### config.mk
export PLATFORM = sky130hd
export DESIGN_NAME = lattice_index_tolerance_counter
export DESIGN_NICKNAME = d
export VERILOG_FILES = /design/src/hdl/litc_pkg.sv /design/src/hdl/lattice_index_tolerance_counter.sv /design/src/hdl/litc_ctrl.sv /design/src/hdl/litc_datapath.sv
export SDC_FILE = /design/constraint.sdc
export NUM_CORES = 2
export LEC_CHECK = 0
export BUFFER_PORTS_ARGS = -buffer_cell sky130_fd_sc_hd__buf_2
export CAP_MARGIN = 15
export CORE_MARGIN = 5
export CORE_UTILIZATION = 53
export DETAILED_ROUTE_END_ITERATION = 8
export PLACE_DENSITY = 0.68
export SLEW_MARGIN = 20
export SYNTH_ARGS = -nofsm -noshare
export SYNTH_HDL_FRONTEND = slang
export SYNTH_HIERARCHICAL = 1
export SYNTH_SLANG_ARGS = --single-unit
### constraint.sdc
create_clock -name clk -period 9.1 [get_ports clk]
set_input_delay 1.82 -clock clk [delete_from_list [all_inputs] [get_ports clk]]
set_output_delay 1.82 -clock clk [all_outputs]
set_load 0.005 [all_outputs]
### src/hdl/litc_pkg.sv
// Shared constants, register indexes and controller/datapath interface types.
`timescale 1ns / 1ps

package litc_pkg;

  localparam int COUNT_WIDTH   = 24;
  localparam int VEC_FRAC_BITS = 20;

  localparam int COEF_W     = 32;
  localparam int COEF_FRAC  = 20;
  localparam int VEC_W      = 24;
  localparam int TOTAL_FRAC = COEF_FRAC + VEC_FRAC_BITS;
  localparam int KEEP_FRAC  = 24;
  localparam int DROP_BITS  = TOTAL_FRAC - KEEP_FRAC;

  // index value keeps the integer LSB plus all fraction bits
  localparam int H_W     = TOTAL_FRAC + 1;
  localparam int RES_W   = KEEP_FRAC + 1;
  localparam int MUL_A_W = COEF_W;
  localparam int MUL_B_W = RES_W;
  localparam int PROD_W  = MUL_A_W + MUL_B_W;
  localparam int SCORE_W = 2 * KEEP_FRAC;
  localparam int TOL_W   = 50;

  localparam int CNT_OUT_W  = 24;
  localparam int N_COEF     = 9;
  localparam int COEF_IDX_W = 4;
  localparam int IN_DATA_W  = 72;
  localparam int OUT_DATA_W = 32;

  localparam int CFG_ADDR_W = 3;
  localparam int CFG_DATA_W = 64;

  localparam logic [CFG_ADDR_W-1:0] REG_COEF_PAIR_0 = 3'd0;
  localparam logic [CFG_ADDR_W-1:0] REG_COEF_PAIR_1 = 3'd1;
  localparam logic [CFG_ADDR_W-1:0] REG_COEF_PAIR_2 = 3'd2;
  localparam logic [CFG_ADDR_W-1:0] REG_COEF_PAIR_3 = 3'd3;
  localparam logic [CFG_ADDR_W-1:0] REG_COEF_FINAL  = 3'd4;
  localparam logic [CFG_ADDR_W-1:0] REG_TOL_SQ      = 3'd5;

  typedef struct packed {
    logic       load_item;
    logic       mul_coef;
    logic       mul_sq;
    logic       h_load;
    logic       h_add;
    logic       res_load;
    logic       score_add;
    logic       finish;
    logic [1:0] row;
    logic [1:0] col;
  } litc_cmd_t;

  typedef struct packed {
    logic out_busy;
  } litc_sts_t;

endpackage

### src/hdl/lattice_index_tolerance_counter.sv
// Top level: hkl indexing score with a set-based saturating hit counter.
// The result item is registered after all three rows, once the output register is free.
// A new item is taken only after the last one is done; nine coefficient products and
//   three squares go one at a time through a single 32x25 multiplier.
// The output register frees the input side while a result waits to be taken.
// Reset (rst_n, synchronous): clears sequencer, counter, output valid and cfg registers.
`timescale 1ns / 1ps

module lattice_index_tolerance_counter
  import litc_pkg::*;
(
  input  logic                  clk,
  input  logic                  rst_n,
  input  logic                  cfg_we,
  input  logic [CFG_ADDR_W-1:0] cfg_addr,
  input  logic [CFG_DATA_W-1:0] cfg_wdata,
  input  logic                  in_tvalid,
  output logic                  in_tready,
  input  logic [IN_DATA_W-1:0]  in_tdata,   // gx[23:0], gy[47:24], gz[71:48]
  input  logic                  in_tlast,
  output logic                  out_tvalid,
  input  logic                  out_tready,
  output logic [OUT_DATA_W-1:0] out_tdata,  // hit[0], count[24:1], zero pad
  output logic                  out_tlast
);

  litc_cmd_t cmd;
  litc_sts_t sts;

  litc_ctrl u_ctrl (
    .clk       (clk),
    .rst_n     (rst_n),
    .in_tvalid (in_tvalid),
    .in_tready (in_tready),
    .sts       (sts),
    .cmd       (cmd)
  );

  litc_datapath u_dp (
    .clk        (clk),
    .rst_n      (rst_n),
    .cfg_we     (cfg_we),
    .cfg_addr   (cfg_addr),
    .cfg_wdata  (cfg_wdata),
    .in_tdata   (in_tdata),
    .in_tlast   (in_tlast),
    .out_tvalid (out_tvalid),
    .out_tready (out_tready),
    .out_tdata  (out_tdata),
    .out_tlast  (out_tlast),
    .cmd        (cmd),
    .sts        (sts)
  );

endmodule

### src/hdl/litc_ctrl.sv
// Sequencer that walks the matrix rows and columns through the shared multiplier.
`timescale 1ns / 1ps

module litc_ctrl
  import litc_pkg::*;
(
  input  logic      clk,
  input  logic      rst_n,
  input  logic      in_tvalid,
  output logic      in_tready,
  input  litc_sts_t sts,
  output litc_cmd_t cmd
);

  localparam logic [2:0] ST_IDLE = 3'd0;
  localparam logic [2:0] ST_MUL  = 3'd1;
  localparam logic [2:0] ST_ACC  = 3'd2;
  localparam logic [2:0] ST_RES  = 3'd3;
  localparam logic [2:0] ST_SQR  = 3'd4;
  localparam logic [2:0] ST_SUM  = 3'd5;
  localparam logic [2:0] ST_FIN  = 3'd6;

  logic [2:0] state_r, state_nxt;
  logic [1:0] row_r, row_nxt;
  logic [1:0] col_r, col_nxt;

  assign in_tready = (state_r == ST_IDLE);

  always_comb begin
    state_nxt = state_r;
    row_nxt   = row_r;
    col_nxt   = col_r;
    cmd       = '0;
    cmd.row   = row_r;
    cmd.col   = col_r;
    unique case (state_r)
      ST_IDLE: begin
        if (in_tvalid) begin
          cmd.load_item = 1'b1;
          row_nxt       = 2'd0;
          col_nxt       = 2'd0;
          state_nxt     = ST_MUL;
        end
      end
      ST_MUL: begin
        cmd.mul_coef = 1'b1;
        // the product of the previous column lands in the accumulator
        cmd.h_load   = (col_r == 2'd1);
        cmd.h_add    = (col_r == 2'd2);
        if (col_r == 2'd2) begin
          state_nxt = ST_ACC;
        end else begin
          col_nxt = col_r + 2'd1;
        end
      end
      ST_ACC: begin
        cmd.h_add = 1'b1;
        state_nxt = ST_RES;
      end
      ST_RES: begin
        cmd.res_load = 1'b1;
        state_nxt    = ST_SQR;
      end
      ST_SQR: begin
        cmd.mul_sq = 1'b1;
        state_nxt  = ST_SUM;
      end
      ST_SUM: begin
        cmd.score_add = 1'b1;
        if (row_r == 2'd2) begin
          state_nxt = ST_FIN;
        end else begin
          row_nxt   = row_r + 2'd1;
          col_nxt   = 2'd0;
          state_nxt = ST_MUL;
        end
      end
      ST_FIN: begin
        // hold until the output register is free
        if (!sts.out_busy) begin
          cmd.finish = 1'b1;
          state_nxt  = ST_IDLE;
        end
      end
      default: begin
        state_nxt = ST_IDLE;
      end
    endcase
  end

  always_ff @(posedge clk) begin
    if (!rst_n) begin
      state_r <= ST_IDLE;
      row_r   <= '0;
      col_r   <= '0;
    end else begin
      state_r <= state_nxt;
      row_r   <= row_nxt;
      col_r   <= col_nxt;
    end
  end

endmodule

### src/hdl/litc_datapath.sv
// Coefficient registers, shared multiplier, residual, score and set counter.
`timescale 1ns / 1ps

module litc_datapath
  import litc_pkg::*;
(
  input  logic                  clk,
  input  logic                  rst_n,
  input  logic                  cfg_we,
  input  logic [CFG_ADDR_W-1:0] cfg_addr,
  input  logic [CFG_DATA_W-1:0] cfg_wdata,
  input  logic [IN_DATA_W-1:0]  in_tdata,
  input  logic                  in_tlast,
  output logic                  out_tvalid,
  input  logic                  out_tready,
  output logic [OUT_DATA_W-1:0] out_tdata,
  output logic                  out_tlast,
  input  litc_cmd_t             cmd,
  output litc_sts_t             sts
);

  logic [COEF_W-1:0]         mat_r [N_COEF];
  logic [TOL_W-1:0]          tol_r;
  logic signed [VEC_W-1:0]   g_r [3];
  logic                      last_r;
  logic signed [PROD_W-1:0]  prod_r;
  logic [H_W-1:0]            h_r;
  logic signed [RES_W-1:0]   t_r;
  logic [SCORE_W-1:0]        score_r;
  logic [COUNT_WIDTH-1:0]    cnt_r;
  logic                      out_valid_r;
  logic                      out_hit_r;
  logic [CNT_OUT_W-1:0]      out_count_r;
  logic                      out_last_r;

  logic [COEF_IDX_W-1:0]     coef_idx;
  logic [COEF_W-1:0]         coef_sel;
  logic signed [VEC_W-1:0]   g_sel;
  logic signed [MUL_A_W-1:0] mul_a;
  logic signed [MUL_B_W-1:0] mul_b;
  logic signed [PROD_W-1:0]  prod;
  logic [TOTAL_FRAC-1:0]     low;
  logic                      tie;
  logic [TOTAL_FRAC:0]       fh;
  logic [RES_W-1:0]          t_nxt;
  logic                      hit;
  logic [COUNT_WIDTH-1:0]    cnt_inc;

  // configuration registers
  always_ff @(posedge clk) begin
    if (!rst_n) begin
      for (int i = 0; i < N_COEF; i++) begin
        mat_r[i] <= '0;
      end
      tol_r <= '0;
    end else if (cfg_we) begin
      unique case (cfg_addr)
        REG_COEF_PAIR_0: begin
          mat_r[0] <= cfg_wdata[31:0];
          mat_r[1] <= cfg_wdata[63:32];
        end
        REG_COEF_PAIR_1: begin
          mat_r[2] <= cfg_wdata[31:0];
          mat_r[3] <= cfg_wdata[63:32];
        end
        REG_COEF_PAIR_2: begin
          mat_r[4] <= cfg_wdata[31:0];
          mat_r[5] <= cfg_wdata[63:32];
        end
        REG_COEF_PAIR_3: begin
          mat_r[6] <= cfg_wdata[31:0];
          mat_r[7] <= cfg_wdata[63:32];
        end
        REG_COEF_FINAL: begin
          mat_r[8] <= cfg_wdata[31:0];
        end
        REG_TOL_SQ: begin
          tol_r <= cfg_wdata[TOL_W-1:0];
        end
        default: begin
        end
      endcase
    end
  end

  // operand selection for the shared multiplier
  assign coef_idx = COEF_IDX_W'(cmd.row) * COEF_IDX_W'(3) + COEF_IDX_W'(cmd.col);
  assign coef_sel = (coef_idx < COEF_IDX_W'(N_COEF)) ? mat_r[coef_idx] : '0;

  always_comb begin
    unique case (cmd.col)
      2'd0:    g_sel = g_r[0];
      2'd1:    g_sel = g_r[1];
      2'd2:    g_sel = g_r[2];
      default: g_sel = '0;
    endcase
  end

  always_comb begin
    if (cmd.mul_sq) begin
      mul_a = MUL_A_W'(t_r);
      mul_b = t_r;
    end else begin
      mul_a = signed'(coef_sel);
      mul_b = MUL_B_W'(g_sel);
    end
  end

  assign prod = mul_a * mul_b;

  // distance to the nearest integer, ties to even, then cut to KEEP_FRAC bits
  assign low = h_r[TOTAL_FRAC-1:0];
  assign tie = (low == {1'b1, {(TOTAL_FRAC-1){1'b0}}});

  always_comb begin
    if (tie) begin
      fh = h_r[TOTAL_FRAC] ? '0 : {1'b1, {TOTAL_FRAC{1'b0}}};
    end else begin
      fh = {1'b0, ~low[TOTAL_FRAC-1], low[TOTAL_FRAC-2:0]};
    end
  end

  assign t_nxt = RES_W'(fh[TOTAL_FRAC:DROP_BITS]) - RES_W'(1 << (KEEP_FRAC - 1));

  always_ff @(posedge clk) begin
    if (cmd.load_item) begin
      g_r[0] <= in_tdata[VEC_W-1:0];
      g_r[1] <= in_tdata[2*VEC_W-1:VEC_W];
      g_r[2] <= in_tdata[3*VEC_W-1:2*VEC_W];
      last_r <= in_tlast;
    end
    if (cmd.mul_coef || cmd.mul_sq) begin
      prod_r <= prod;
    end
    if (cmd.h_load) begin
      h_r <= prod_r[H_W-1:0];
    end else if (cmd.h_add) begin
      h_r <= h_r + prod_r[H_W-1:0];
    end
    if (cmd.res_load) begin
      t_r <= signed'(t_nxt);
    end
    if (cmd.load_item) begin
      score_r <= '0;
    end else if (cmd.score_add) begin
      score_r <= score_r + prod_r[SCORE_W-1:0];
    end
  end

  // score test and saturating set counter
  assign hit     = {{(TOL_W-SCORE_W){1'b0}}, score_r} < tol_r;
  assign cnt_inc = (hit && (cnt_r != '1)) ? cnt_r + COUNT_WIDTH'(1) : cnt_r;

  assign sts.out_busy = out_valid_r && !out_tready;

  always_ff @(posedge clk) begin
    if (!rst_n) begin
      cnt_r       <= '0;
      out_valid_r <= 1'b0;
    end else if (cmd.finish) begin
      cnt_r       <= last_r ? '0 : cnt_inc;
      out_valid_r <= 1'b1;
    end else if (out_tready) begin
      out_valid_r <= 1'b0;
    end
  end

  always_ff @(posedge clk) begin
    if (cmd.finish) begin
      out_hit_r   <= hit;
      out_count_r <= CNT_OUT_W'(cnt_inc);
      out_last_r  <= last_r;
    end
  end

  assign out_tvalid = out_valid_r;
  assign out_tdata  = {{(OUT_DATA_W-CNT_OUT_W-1){1'b0}}, out_count_r, out_hit_r};
  assign out_tlast  = out_last_r;

endmodule

==> summary.txt <==
Worst Path Buf+Inv = 15
Slew Limit Headroom = 16.8%
Top-Level Pins = 180
Routability Congestion = 1.00
total CTS buffers = 69
most common cell after layout, fill and taps aside = inv_1
Tcrit/Tclk final = 102%
CP endpoint kind = register
synthesized instance count = 5,426
Main synth FF type = edfxtp_1
Final min period = 9.28 ns
Fin. Hold Viols = 0
#FFs+latches synth = 631
Startpoint Class = register
pre-CTS WS = -0.653 ns
WS Path Type = reg -> reg
WP data required = 9.46 ns
Fmax = 0.108 GHz
WL final = 172,000 um
slowest stage delay, CP = 0.56 ns
Top delay family on crit path = adder cells
DRC Markers = 0
Routed WL per cell = 23.5 um
Max FO, Critical Path = 6
Setup violations, final = 11
failing checks = setup timing
grt ovf = 0
via count = 42,000
final net count = 7,032
Die Y = 334 um
Worst Hold Class = reg -> reg
TritonRoute pass-1 iters = 7
Rows = 119
Clk Latency, worst-skew pair = 0.62 ns
Root Buffer = clkbuf_16
CTS HTree Levels = 3
# fillers = 8,532
status = finished with violations
vias per cell = 5.73
TritonCTS clock tree = yes
DIE WIDTH = 334 um
Core Footprint = 105,000 um^2
Layout Skew = 0.0497 ns
Max Slew Vio Count = 0
layout cells sized above 1 = 17.7%
die area = 112,000 um^2
Detailed Route Iter0 Violations = 3,864
clk slew on worst S/H paths = 0.06 ns
# hold bufs at CTS = 0
Initial Util = 53.2%
yosys warns = 6
first-pass GRT wire length = 262,000 um
setup ws final = -0.176 ns
RSZ-0062 raised after global routing = true
asr flop ratio synth = 0%
P&R area growth vs syn = 16.2%
Setup TNS = -1.01 ns
GRT Util Overall = 30.7%
Worst-Margin Slew = 1.24 ns
number of I/O port buffers = 172
dpl hpwl = 136,000 um
TritonCTS Sinks = 631
slowest cell on the critical path = fa_1
Mapped Area = 55,700 um^2
sequential element share of the synthesized area = 31.7%
Unique masters post-synth = 91
# Max-Cap Violations = 0
CP most frequent cell = fa_1
vias in the first global route = 43,100
commonest cells after routing, fill and taps aside = inv_1, nand2_1, fa_1
synthesized area per cell = 10.3 um^2
Arrival @ worst endpoint = 9.63 ns
clock tree buffer depth = 3
antenna violations before repair = 13
largest net degree at the start of global routing = 83
Final ANT Viol Nets = 0
Post-synth EDFFs = 501
## metrics by stage
stage / area (um^2) / hold WS (ns) / instances / utilization [%]
2_1_floorplan: 55800 / 0.424 / 5432 / -
3_3_place_gp: 61100 / 0.442 / 7157 / 58.3
3_5_place_dp: 61100 / 0.449 / 7157 / 58.3
4_1_cts: 64000 / 0.458 / 7298 / 61.0
5_1_grt: 64800 / 0.475 / 7329 / 61.8
6_report: 64800 / 0.456 / 7329 / 61.8
## state kept, by name, summed over array words and instances (netlist names)
name / cells
u_dp/h_r: 41
u_dp/mat_r: 288
u_dp/out_hit_r: 1
u_ctrl/col_r: 2
u_dp/t_r: 25
u_dp/last_r: 1
u_dp/score_r: 48
u_ctrl/row_r: 2
u_dp/out_count_r: 24
u_dp/cnt_r: 24
u_dp/out_tvalid: 1
u_dp/out_tlast: 1
u_dp/prod_r: 48
u_dp/tol_r: 50
u_dp/g_r: 72
u_ctrl/state_r: 3
## repair_timing
| action | 4_1_cts | 5_1_grt |
|---|---|---|
| buffers inserted | 18 | 29 |
| pin swaps | 39 | 67 |
| gates cloned | 1 | 1 |
| endpoints found under the setup margin | 21 | 24 |
| resized for setup | 93 | 129 |
## final timing paths
check	to	from	cells past startpoint	slack (ns)
setup / recovery	u_dp/prod_r[46]	u_ctrl/row_r[1]	40	-0.18
hold / removal	u_dp/tol_r[5]	u_dp/tol_r[5]	2	0.46
hold reg to reg	u_dp/tol_r[5]	u_dp/tol_r[5]	2	0.46
setup reg to reg	u_dp/prod_r[46]	u_ctrl/row_r[1]	40	-0.18
## cells by family after synthesis
family          after synthesis  share of synthesized area [%]
mux                         192                           4.94
other cells                   1                        0.00673
buf+inv                    1126                           7.74
simple gates               1551                           12.2
compound gates              761                           8.73
xor+xnor                    161                           2.53
fa+ha+maj                  1003                           32.2
flops                       631                           31.7
## worst reg2reg max path, delay by kind of cell (launching register included)
family          cells  cell delay (ns)
flops               1             0.33
compound gates      8             1.39
buf+inv            15             1.59
fa+ha+maj          11             5.04
simple gates        5             0.57
xor+xnor            1             0.13
## synth_stat cells, types with 64 or more instances
cell type | count | share of area (%)
mux2i_1 | 104 | 1.9
nor2_1 | 427 | 2.9
o21ai_0 | 148 | 1.3
mux4_2 | 64 | 2.6
fa_1 | 718 | 26
a21o_1 | 122 | 1.6
edfxtp_1 | 501 | 27
a21oi_1 | 239 | 2.1
clkbuf_1 | 217 | 1.5
dfxtp_1 | 130 | 4.7
nand2_1 | 723 | 4.9
ha_1 | 285 | 6.4
inv_1 | 848 | 5.7
and2_1 | 102 | 1.1
xnor2_1 | 114 | 1.8
## layer usage
| layer | share of wire, % | track usage, % |
|---|---|---|
| met4 | 4.7 | 12.3 |
| met5 | 0.033 | 0 |
| met1 | 40 | 42.0 |
| met3 | 8.6 | 5.47 |
| met2 | 47 | 49.3 |
## cell type report
cell class / instances / area, um^2 / share of cell area [%]
Clock buffer: 91 / 1890 / 2.92
Timing Repair Buffer: 657 / 5070 / 7.82
Multi-Input combinational cell: 3675 / 34900 / 53.8
Antenna cell: 3 / 7.51 / 0.0116
Sequential cell: 631 / 17700 / 27.2
Clock inverter: 31 / 350 / 0.541
Inverter: 850 / 3190 / 4.93
Tap cell: 1391 / 1740 / 2.69
Power is left out: the tool's default activity adds up to more than one toggle a clock period on the data nets, which glitch-free logic cannot reach.
